$ cat config.mk
export PLATFORM = sky130hd
export DESIGN_NAME = clock_calendar_field_editor_top
export DESIGN_NICKNAME = d
export VERILOG_FILES = /design/src/design/ccfe_pkg.sv /design/src/design/clock_calendar_field_editor_top.sv
export SDC_FILE = /design/constraint.sdc
export NUM_CORES = 1
export LEC_CHECK = 0
export BUFFER_PORTS_ARGS = -buffer_cell sky130_fd_sc_hd__buf_4
export CAP_MARGIN = 20
export CORE_MARGIN = 2
export CORE_UTILIZATION = 55
export DETAILED_ROUTE_END_ITERATION = 7
export MAX_ROUTING_LAYER = met4
export PLACE_DENSITY = 0.74
export SYNTH_ARGS = -nofsm -noshare
export SYNTH_HDL_FRONTEND = slang
export SYNTH_SLANG_ARGS = --single-unit
$ cat constraint.sdc
create_clock -name clk -period 7.25 [get_ports clk]
set_input_delay 0.3625 -clock clk [delete_from_list [all_inputs] [get_ports clk]]
set_output_delay 0.3625 -clock clk [all_outputs]
set_load 0.1 [all_outputs]
$ cat src/design/ccfe_pkg.sv
package ccfe_pkg;

  typedef logic [1:0] opcode_t;
  typedef logic [2:0] field_sel_t;
  typedef logic [7:0] value_t;

  // Item codes
  localparam opcode_t OP_LOAD   = 2'd0;
  localparam opcode_t OP_UP     = 2'd1;
  localparam opcode_t OP_DOWN   = 2'd2;
  localparam opcode_t OP_SELECT = 2'd3;

  // Cursor positions, in the order the select button walks them
  localparam field_sel_t FLD_HOUR    = 3'd0;
  localparam field_sel_t FLD_MINUTE  = 3'd1;
  localparam field_sel_t FLD_SECOND  = 3'd2;
  localparam field_sel_t FLD_DATE    = 3'd3;
  localparam field_sel_t FLD_MONTH   = 3'd4;
  localparam field_sel_t FLD_YEAR    = 3'd5;
  localparam field_sel_t FLD_WEEKDAY = 3'd6;

  localparam value_t HOUR_MASK    = 8'h1F;
  localparam value_t HOUR_TOP     = 8'd12;
  localparam value_t MINSEC_TOP   = 8'd59;
  localparam value_t MONTH_TOP    = 8'd12;
  localparam value_t YEAR_TOP     = 8'd99;
  localparam value_t DATE_TOP     = 8'd31;
  localparam value_t DATE_TOP_SHORT = 8'd30;
  localparam value_t WEEKDAY_TOP  = 8'd7;

  // Packed BCD to binary, no digit checks, wraps to eight bits.
  function automatic value_t from_bcd(input value_t b);
    value_t hi;
    hi = {4'd0, b[7:4]};
    return value_t'((hi << 3) + (hi << 1) + {4'd0, b[3:0]});
  endfunction

  // Binary to packed BCD. Divide by ten is a multiply by 205 and a shift,
  // exact over the whole eight-bit range; the tens digit is cut to 4 bits.
  function automatic value_t to_bcd(input value_t v);
    logic [18:0] prod;
    logic [4:0]  q;
    value_t      rem;
    prod = 19'(v) * 19'd205;
    q    = prod[15:11];
    rem  = v - value_t'(8'(q) * 8'd10);
    return {q[3:0], rem[3:0]};
  endfunction

endpackage

$ cat src/design/clock_calendar_field_editor_top.sv
// Clock and calendar field editor. Each transfer on the input channel is one
// button event (up, down, select) or a load of seven packed-BCD clock bytes,
// and each produces exactly one result transfer carrying all seven fields
// re-encoded as packed BCD, the cursor position after the event and a commit
// flag that is set only on the select that wraps the cursor back to the hour
// field. For an accepted event the field registers are updated and the
// result register is loaded at the same clock edge, so a new event can be
// taken every cycle unless the result register holds it back. The only
// thing that holds the input back is a full result register that the
// consumer is not taking in the same cycle.
module clock_calendar_field_editor_top (
  input  logic                 clk,
  input  logic                 rst,
  input  logic                 in_valid,
  output logic                 in_ready,
  input  ccfe_pkg::opcode_t    opcode,
  input  ccfe_pkg::value_t     load_second,
  input  ccfe_pkg::value_t     load_minute,
  input  ccfe_pkg::value_t     load_hour,
  input  ccfe_pkg::value_t     load_weekday,
  input  ccfe_pkg::value_t     load_date,
  input  ccfe_pkg::value_t     load_month,
  input  ccfe_pkg::value_t     load_year,
  output logic                 out_valid,
  input  logic                 out_ready,
  output ccfe_pkg::value_t     out_second,
  output ccfe_pkg::value_t     out_minute,
  output ccfe_pkg::value_t     out_hour,
  output ccfe_pkg::value_t     out_weekday,
  output ccfe_pkg::value_t     out_date,
  output ccfe_pkg::value_t     out_month,
  output ccfe_pkg::value_t     out_year,
  output ccfe_pkg::field_sel_t selected_field,
  output logic                 committed
);
  import ccfe_pkg::*;

  // Field values are held in binary; they are only converted to BCD on the
  // way into the result register.
  value_t     second_value, minute_value, hour_value, weekday_value;
  value_t     date_value, month_value, year_value;
  field_sel_t cursor;

  value_t     second_value_next, minute_value_next, hour_value_next;
  value_t     weekday_value_next, date_value_next, month_value_next;
  value_t     year_value_next;
  field_sel_t cursor_next;
  logic       commit_next;
  logic       in_fire;
  logic       short_month;
  value_t     date_top;

  function automatic value_t step_up(input value_t v, input value_t top,
                                     input value_t bottom);
    value_t inc;
    inc = v + 8'd1;
    return (inc > top) ? bottom : inc;
  endfunction

  // Fields whose range starts at one fold anything at or below one to the top.
  function automatic value_t step_down_one(input value_t v, input value_t top);
    return (v <= 8'd1) ? top : v - 8'd1;
  endfunction

  function automatic value_t step_down_zero(input value_t v, input value_t top);
    return (v == 8'd0) ? top : v - 8'd1;
  endfunction

  // The result register can take a new transfer when it is empty or is being
  // emptied in this same cycle.
  assign in_ready = !out_valid || out_ready;
  assign in_fire  = in_valid && in_ready;

  // April, June, September and November have thirty days; February is
  // deliberately treated as a long month.
  assign short_month = (month_value == 8'd4) || (month_value == 8'd6) ||
                       (month_value == 8'd9) || (month_value == 8'd11);
  assign date_top    = short_month ? DATE_TOP_SHORT : DATE_TOP;

  always_comb begin
    second_value_next  = second_value;
    minute_value_next  = minute_value;
    hour_value_next    = hour_value;
    weekday_value_next = weekday_value;
    date_value_next    = date_value;
    month_value_next   = month_value;
    year_value_next    = year_value;
    cursor_next        = cursor;
    commit_next        = 1'b0;
    unique case (opcode)
      OP_LOAD: begin
        second_value_next  = from_bcd(load_second);
        minute_value_next  = from_bcd(load_minute);
        hour_value_next    = from_bcd(load_hour & HOUR_MASK);
        weekday_value_next = from_bcd(load_weekday);
        date_value_next    = from_bcd(load_date);
        month_value_next   = from_bcd(load_month);
        year_value_next    = from_bcd(load_year);
      end
      OP_UP: begin
        unique case (cursor)
          FLD_HOUR:    hour_value_next    = step_up(hour_value, HOUR_TOP, 8'd1);
          FLD_MINUTE:  minute_value_next  = step_up(minute_value, MINSEC_TOP, 8'd0);
          FLD_SECOND:  second_value_next  = step_up(second_value, MINSEC_TOP, 8'd0);
          FLD_DATE:    date_value_next    = step_up(date_value, date_top, 8'd1);
          FLD_MONTH:   month_value_next   = step_up(month_value, MONTH_TOP, 8'd1);
          FLD_YEAR:    year_value_next    = step_up(year_value, YEAR_TOP, 8'd0);
          FLD_WEEKDAY: weekday_value_next = step_up(weekday_value, WEEKDAY_TOP, 8'd1);
          default: begin
          end
        endcase
      end
      OP_DOWN: begin
        unique case (cursor)
          FLD_HOUR:    hour_value_next    = step_down_one(hour_value, HOUR_TOP);
          FLD_MINUTE:  minute_value_next  = step_down_zero(minute_value, MINSEC_TOP);
          FLD_SECOND:  second_value_next  = step_down_zero(second_value, MINSEC_TOP);
          FLD_DATE:    date_value_next    = step_down_one(date_value, date_top);
          FLD_MONTH:   month_value_next   = step_down_one(month_value, MONTH_TOP);
          FLD_YEAR:    year_value_next    = step_down_zero(year_value, YEAR_TOP);
          FLD_WEEKDAY: weekday_value_next = step_down_one(weekday_value, WEEKDAY_TOP);
          default: begin
          end
        endcase
      end
      OP_SELECT: begin
        // Stepping past the weekday (or from the unused code) wraps to the
        // hour and marks the edit as finished.
        if (cursor >= FLD_WEEKDAY) begin
          cursor_next = FLD_HOUR;
          commit_next = 1'b1;
        end else begin
          cursor_next = cursor + 3'd1;
        end
      end
      default: begin
      end
    endcase
  end

  always_ff @(posedge clk) begin
    if (rst) begin
      second_value  <= '0;
      minute_value  <= '0;
      hour_value    <= '0;
      weekday_value <= '0;
      date_value    <= '0;
      month_value   <= '0;
      year_value    <= '0;
      cursor        <= FLD_HOUR;
    end else if (in_fire) begin
      second_value  <= second_value_next;
      minute_value  <= minute_value_next;
      hour_value    <= hour_value_next;
      weekday_value <= weekday_value_next;
      date_value    <= date_value_next;
      month_value   <= month_value_next;
      year_value    <= year_value_next;
      cursor        <= cursor_next;
    end
  end

  // Result register: valid is control state, the payload is loaded on every
  // accepted input transfer and held otherwise.
  always_ff @(posedge clk) begin
    if (rst) begin
      out_valid <= 1'b0;
    end else if (in_fire) begin
      out_valid <= 1'b1;
    end else if (out_ready) begin
      out_valid <= 1'b0;
    end
  end

  always_ff @(posedge clk) begin
    if (in_fire) begin
      out_second     <= to_bcd(second_value_next);
      out_minute     <= to_bcd(minute_value_next);
      out_hour       <= to_bcd(hour_value_next);
      out_weekday    <= to_bcd(weekday_value_next);
      out_date       <= to_bcd(date_value_next);
      out_month      <= to_bcd(month_value_next);
      out_year       <= to_bcd(year_value_next);
      selected_field <= cursor_next;
      committed      <= commit_next;
    end
  end

  // Every accepted event leaves a result behind it.
  assert property (@(posedge clk) disable iff (rst) in_fire |=> out_valid)
    else $error("accepted event produced no result");

  // A commit always comes with the cursor back on the hour field.
  assert property (@(posedge clk) disable iff (rst)
                   out_valid && committed |-> selected_field == FLD_HOUR)
    else $error("commit reported without cursor wrap");

  // A load never moves the cursor and never commits.
  assert property (@(posedge clk) disable iff (rst)
                   in_fire && opcode == OP_LOAD |=>
                   !committed && selected_field == $past(cursor))
    else $error("load disturbed cursor or commit");

  // The cursor never reaches the unused code.
  assert property (@(posedge clk) disable iff (rst) cursor <= FLD_WEEKDAY)
    else $error("cursor out of range");

endmodule

== Word-level counts from Yosys, hierarchy flattened ==
Cells that the tools add are included.

* Register bits: 120
* Output and inout port bits: 62
* Input port bits: 62

* Magnitude comparators: 12
* $mul: 14
* Mux-type cells: 41
* $add $sub $neg: 36
* Equality and inequality tests: 13
* Reduce and logical (&&, ||, !) cells: 12

{| class="wikitable"
|+ Operators with widths
! cell !! number
|-
| two-way mux 8 bit || 28
|-
| case mux 8 bit (3 select lines) || 7
|-
| multiplier 8 x 8 -> 16 bit (second input constant) || 7
|-
| adder 8 x 1 -> 8 bit (second input constant) || 7
|-
| subtractor 8 x 1 -> 8 bit (second input constant) || 7
|-
| adder 7 x 5 -> 8 bit || 6
|-
| adder 8 x 4 -> 8 bit || 6
|-
| multiplier 5 x 3 -> 3 bit (second input constant) || 7
|-
| <= comparator 8 x 1 -> 1 bit (second input constant) || 4
|-
| subtractor 4 bit || 7
|-
| zero test 8 bit || 3
|-
| equality test 8 x 3 -> 1 bit (second input constant) || 2
|-
| equality test 8 x 4 -> 1 bit (second input constant) || 2
|-
| greater-than comparator 8 x 4 -> 1 bit (second input constant) || 2
|-
| greater-than comparator 8 x 6 -> 1 bit (second input constant) || 2
|-
| equality test 3 bit (second input constant) || 3
|-
| greater-than comparator 8 x 3 -> 1 bit (second input constant) || 1
|-
| greater-than comparator 8 x 5 -> 1 bit || 1
|-
| greater-than comparator 8 x 7 -> 1 bit (second input constant) || 1
|-
| adder 5 x 4 -> 6 bit || 1
|-
| equality test 3 x 2 -> 1 bit (second input constant) || 2
|-
| two-way mux 3 bit || 2
|-
| adder 4 x 2 -> 5 bit || 1
|-
| equality test 2 bit (second input constant) || 2
|-
| other kinds (11) || 17
|}

== Logic depth before layout (Yosys ltp) ==
* Word-level depth: 12
* Depth in mapped cells: 31
* Gate-level depth less buffers: 31

== Worst setup path before layout ==
OpenSTA, ideal clock, no wires.

* Kind: reg-to-reg
* Start point: register cursor[0]
* End point: register out_weekday[3] (data pin)
* Stages on the path, launching flop included: 26
* Data required time: 6.991 ns
* Clock period less this slack: 6.672 ns
* Setup time: 0.259 ns
* Setup slack: 0.578 ns
* Arrival time: 6.412 ns
* Path through: dfxtp_1 > inv_1 > ha_1 > nand2_1 > or4b_2 > or3_1 > nand2_1 > o21ai_0 > and2_1 > mux4_2 > ha_1 > fa_1 > fa_1 > inv_1 > fa_1 > inv_1 > ha_1 > a21o_1 > a21o_1 > a21oi_1 > xnor2_1 > ha_1 > fa_1 > xor2_1 > xnor2_1 > xnor2_1

* Word-level cells in the longest chain between the ends: 6
* Elaborated cells between the ends (all ways): 7
* Classes of those cells: add/sub (1); mul (2); eq/ne (1); mux (3)

{| class="wikitable"
|+ Ends and longest elaborated chain
! item !! RTL line !! source
|-
| start, declared || clock_calendar_field_editor_top.sv:42 || <nowiki>field_sel_t cursor;</nowiki>
|-
| start signal, assigned || clock_calendar_field_editor_top.sv:159 || <nowiki>cursor <= cursor_next;</nowiki>
|-
| equality test 3 bit * || clock_calendar_field_editor_top.sv:101, clock_calendar_field_editor_top.sv:114 ||
|-
| two-way mux 8 bit (on tied branches) || clock_calendar_field_editor_top.sv:114, clock_calendar_field_editor_top.sv:101 ||
|-
| case mux 8 bit (3 select lines) * || clock_calendar_field_editor_top.sv:90 || <nowiki>unique case (opcode)</nowiki>
|-
| net weekday_value_next[6] || clock_calendar_field_editor_top.sv:45 || <nowiki>value_t weekday_value_next, date_value_next, month_value_next;</nowiki>
|-
| multiplier 8 x 8 -> 16 bit * || ccfe_pkg.sv:44 || <nowiki>prod = 19'(v) * 19'd205;</nowiki>
|-
| multiplier 5 x 3 -> 3 bit * || ccfe_pkg.sv:46 || <nowiki>rem = v - value_t'(8'(q) * 8'd10);</nowiki>
|-
| subtractor 4 bit * || ccfe_pkg.sv:46 ||
|-
| end signal, assigned || clock_calendar_field_editor_top.sv:180 || <nowiki>out_weekday <= to_bcd(weekday_value_next);</nowiki>
|-
| end, declared || clock_calendar_field_editor_top.sv:29 || <nowiki>output ccfe_pkg::value_t out_weekday,</nowiki>
|}

The timed path passes the listed nets; every way through them passes the cells marked *.
A chain may end at the register's enable or synchronous reset.

== Worst setup path after layout ==
Same ends and word-level chain as after synthesis.

==> reports/summary.txt <==
Area contributors post-synth - ha_1 25%, fa_1 11%, edfxtp_1 10%, dfxtp_1 6.9%, inv_1 6.3%
CP Data Required Time - 7.45 ns
Hold WC Path Type - primary input to register
First-iteration detailed-routing DRC count - 1118
Seq. cell area - 3017 µm²
Share of layout cells above drive strength 1 - 14.11%
Final core occ - 62.98%
Port bufs - 120
Primary FF master, synth - edfxtp_1
Post-route ant nets - 0
P&R area growth vs syn - 13.12%
HPWL after detailed placement - 34940 µm
CTS tree - built
Ys async rst share - 0%
Area of the multi-input gates - 13020 µm²
Syn_area_per_cell - 8.615 µm²
Synth top area share - 25.13%
Root Driver - clkbuf_16
Die area - 33300 µm²
Initial Util - 55.67%
Worst-skew pair later-pin latency - 0.44 ns
Slew Limit Fails - 0
Synth cell count leaders - 352 x ha_1, 293 x inv_1, 144 x a21oi_1
Crit path max-delay family - adder cells
Tcrit/Tclk final - 95.72%
LEAKAGE - 9.865 nW
Gate Count Post-Synth - 2034
Finished Cell Area - 19820 µm²
Antenna cell count - 0
Cell Rows - 65
Tightest Pin Transition - 1.064 ns
Final Setup Violations - 0
Depth of the CTS H-tree - 4
# fillers - 2671
Dominant cell type by area after synthesis - ha_1
Final #Nets - 2666
Seq/Total Area, Yosys - 17.14%
Gr ovfl total - 0
Core area - 31470 µm²
Largest net degree at the start of global routing - 74
Post-synth EDFFs - 60
Synth Cell Area - 17520 µm²
Worst Path Buf+Inv - 3
Power Density - 269.0 nW/µm²
Status - completed
Critical path arrival - 7.14 ns
RSZ-0062 raised after global routing - true
Max VDD drop - 0.3247 mV
Routability Congestion - 0.9515
Max-cap viol count - 0
TritonCTS buffer count - 17
Placed cell count - 2538
Die height - 182.5 µm
Seq cells post-synth - 120
Slowest stage delay, CP - 0.70 ns
TritonRoute pass-1 iters - 7
Critical Path Fanout Max - 5
Final min period - 6.940 ns
GRT Util Overall - 28.40%
Startpoint Class - register
Final Total Pwr - 5.332 mW
IO Pins - 124
Setup TNS - 0 ns
Clk buf depth - 2
Vias in the first global route - 15420
Slew HR - 29.02%
Fmax - 0.1441 GHz
Ys Warns - 0
CP max-delay cell - or4b_2
Yosys cell types - 108
Via/cell ratio - 5.904
DR WL/cell - 17.40 µm
CTS clk-pin slew, worst paths - 0.06 ns
Drt drc - 0
Via count - 15180
Cell with the most instances after synthesis - ha_1
Clock skew - 0.008681 ns
Syn nets - 2544
First-pass GRT wire length - 74840 µm
Cell Area, Placed - 19100 µm²
Critical Path Sink Type - register
Initial antenna violation count - 0
Final hold vios - 0
Clock sinks - 120
Post-route insts no fill - 2571
Final WL - 44740 µm
Die Wd - 182.5 µm
WS Path Type - register to register
[per-layer routing]
layer,up-vias,routed length (µm),track usage (%)
li1,7340,-,-
met1,7262,18840,34.02
met2,456,22150,48.46
met3,121,2090,3.452
met4,0,1656,11.81
met5,-,0,-
[tightest hold or removal path, stage by stage]
cell and delay [ns]:
buf_4 0.12, inv_1 0.04, a21oi_1 0.05
[cell usage in the layout, fill, tap and decap left out, types with 9 or more instances in the layout]
cell	count
or3_1	9
and3_1	17
a211oi_1	22
a221oi_1	11
a22oi_1	9
nand2_1	138
a21o_1	28
inv_1	292
o211ai_1	14
nor2_1	124
o21ai_0	76
edfxtp_1	60
nand2b_1	20
buf_4	205
dfxtp_2	11
clkbuf_16	17
nor2b_1	32
ha_1	349
dfxtp_1	49
o21a_1	12
nor3_1	43
a31oi_1	20
nand3_1	28
xnor2_1	64
fa_1	96
nor4_1	9
xor2_1	39
nand4_1	16
a21oi_1	141
and2_1	10
o22ai_1	15
[where the power goes]
part / switching, mW / internal, mW / total [mW]
Sequential: 0.0750 / 0.936 / 1.01
Clock: 0.367 / 0.586 / 0.953
Combinational: 2.17 / 1.20 / 3.37
[cell type report]
class | instances | share of cell area [%]
clock buffer | 18 | 2.216
clock inverter | 14 | 0.9974
inverter | 295 | 5.599
multi-input combinational | 1517 | 65.67
sequential | 120 | 15.22
tap | 402 | 2.538
timing repair buffer | 205 | 7.764
[worst paths after layout]
| kind | start | slack [ns] | cells after the start | to |
|---|---|---|---|---|
| setup reg to reg | cursor[0] | 0.31 | 25 | out_weekday[3] |
| hold reg to reg | second_value[1] | 0.53 | 2 | second_value[1] |
| setup / recovery | cursor[0] | 0.31 | 25 | out_weekday[3] |
| hold / removal | in_valid | 0.19 | 3 | out_valid |
[repair_timing]
item / CTS / global route
buffers inserted: 0 / 1
gates resized for setup: 0 / 26
setup endpoints to repair: 0 / 7
hold buffers: 0 / 0
[stage by stage]
stage          hold slack [ns]  setup slack [ns]
2_1_floorplan           0.4802            0.5784
3_3_place_gp            0.5155            0.2418
3_5_place_dp            0.5240           0.02144
4_1_cts                 0.1842            0.1312
5_1_grt                 0.1919          -0.01261
6_report                0.1856            0.3104
[kinds of logic after synthesis]
group | Yosys count | synth area share [%]
buffers and inverters | 397 | 9.011
XOR/XNOR | 107 | 5.548
AND/OR/NAND/NOR | 494 | 13.90
AO/OA/AOI/OAI | 461 | 17.84
adder cells (fa/ha/maj) | 448 | 36.10
multiplexers | 7 | 0.4713
flip-flops | 120 | 17.14
(Power assumes the default switching activity.)
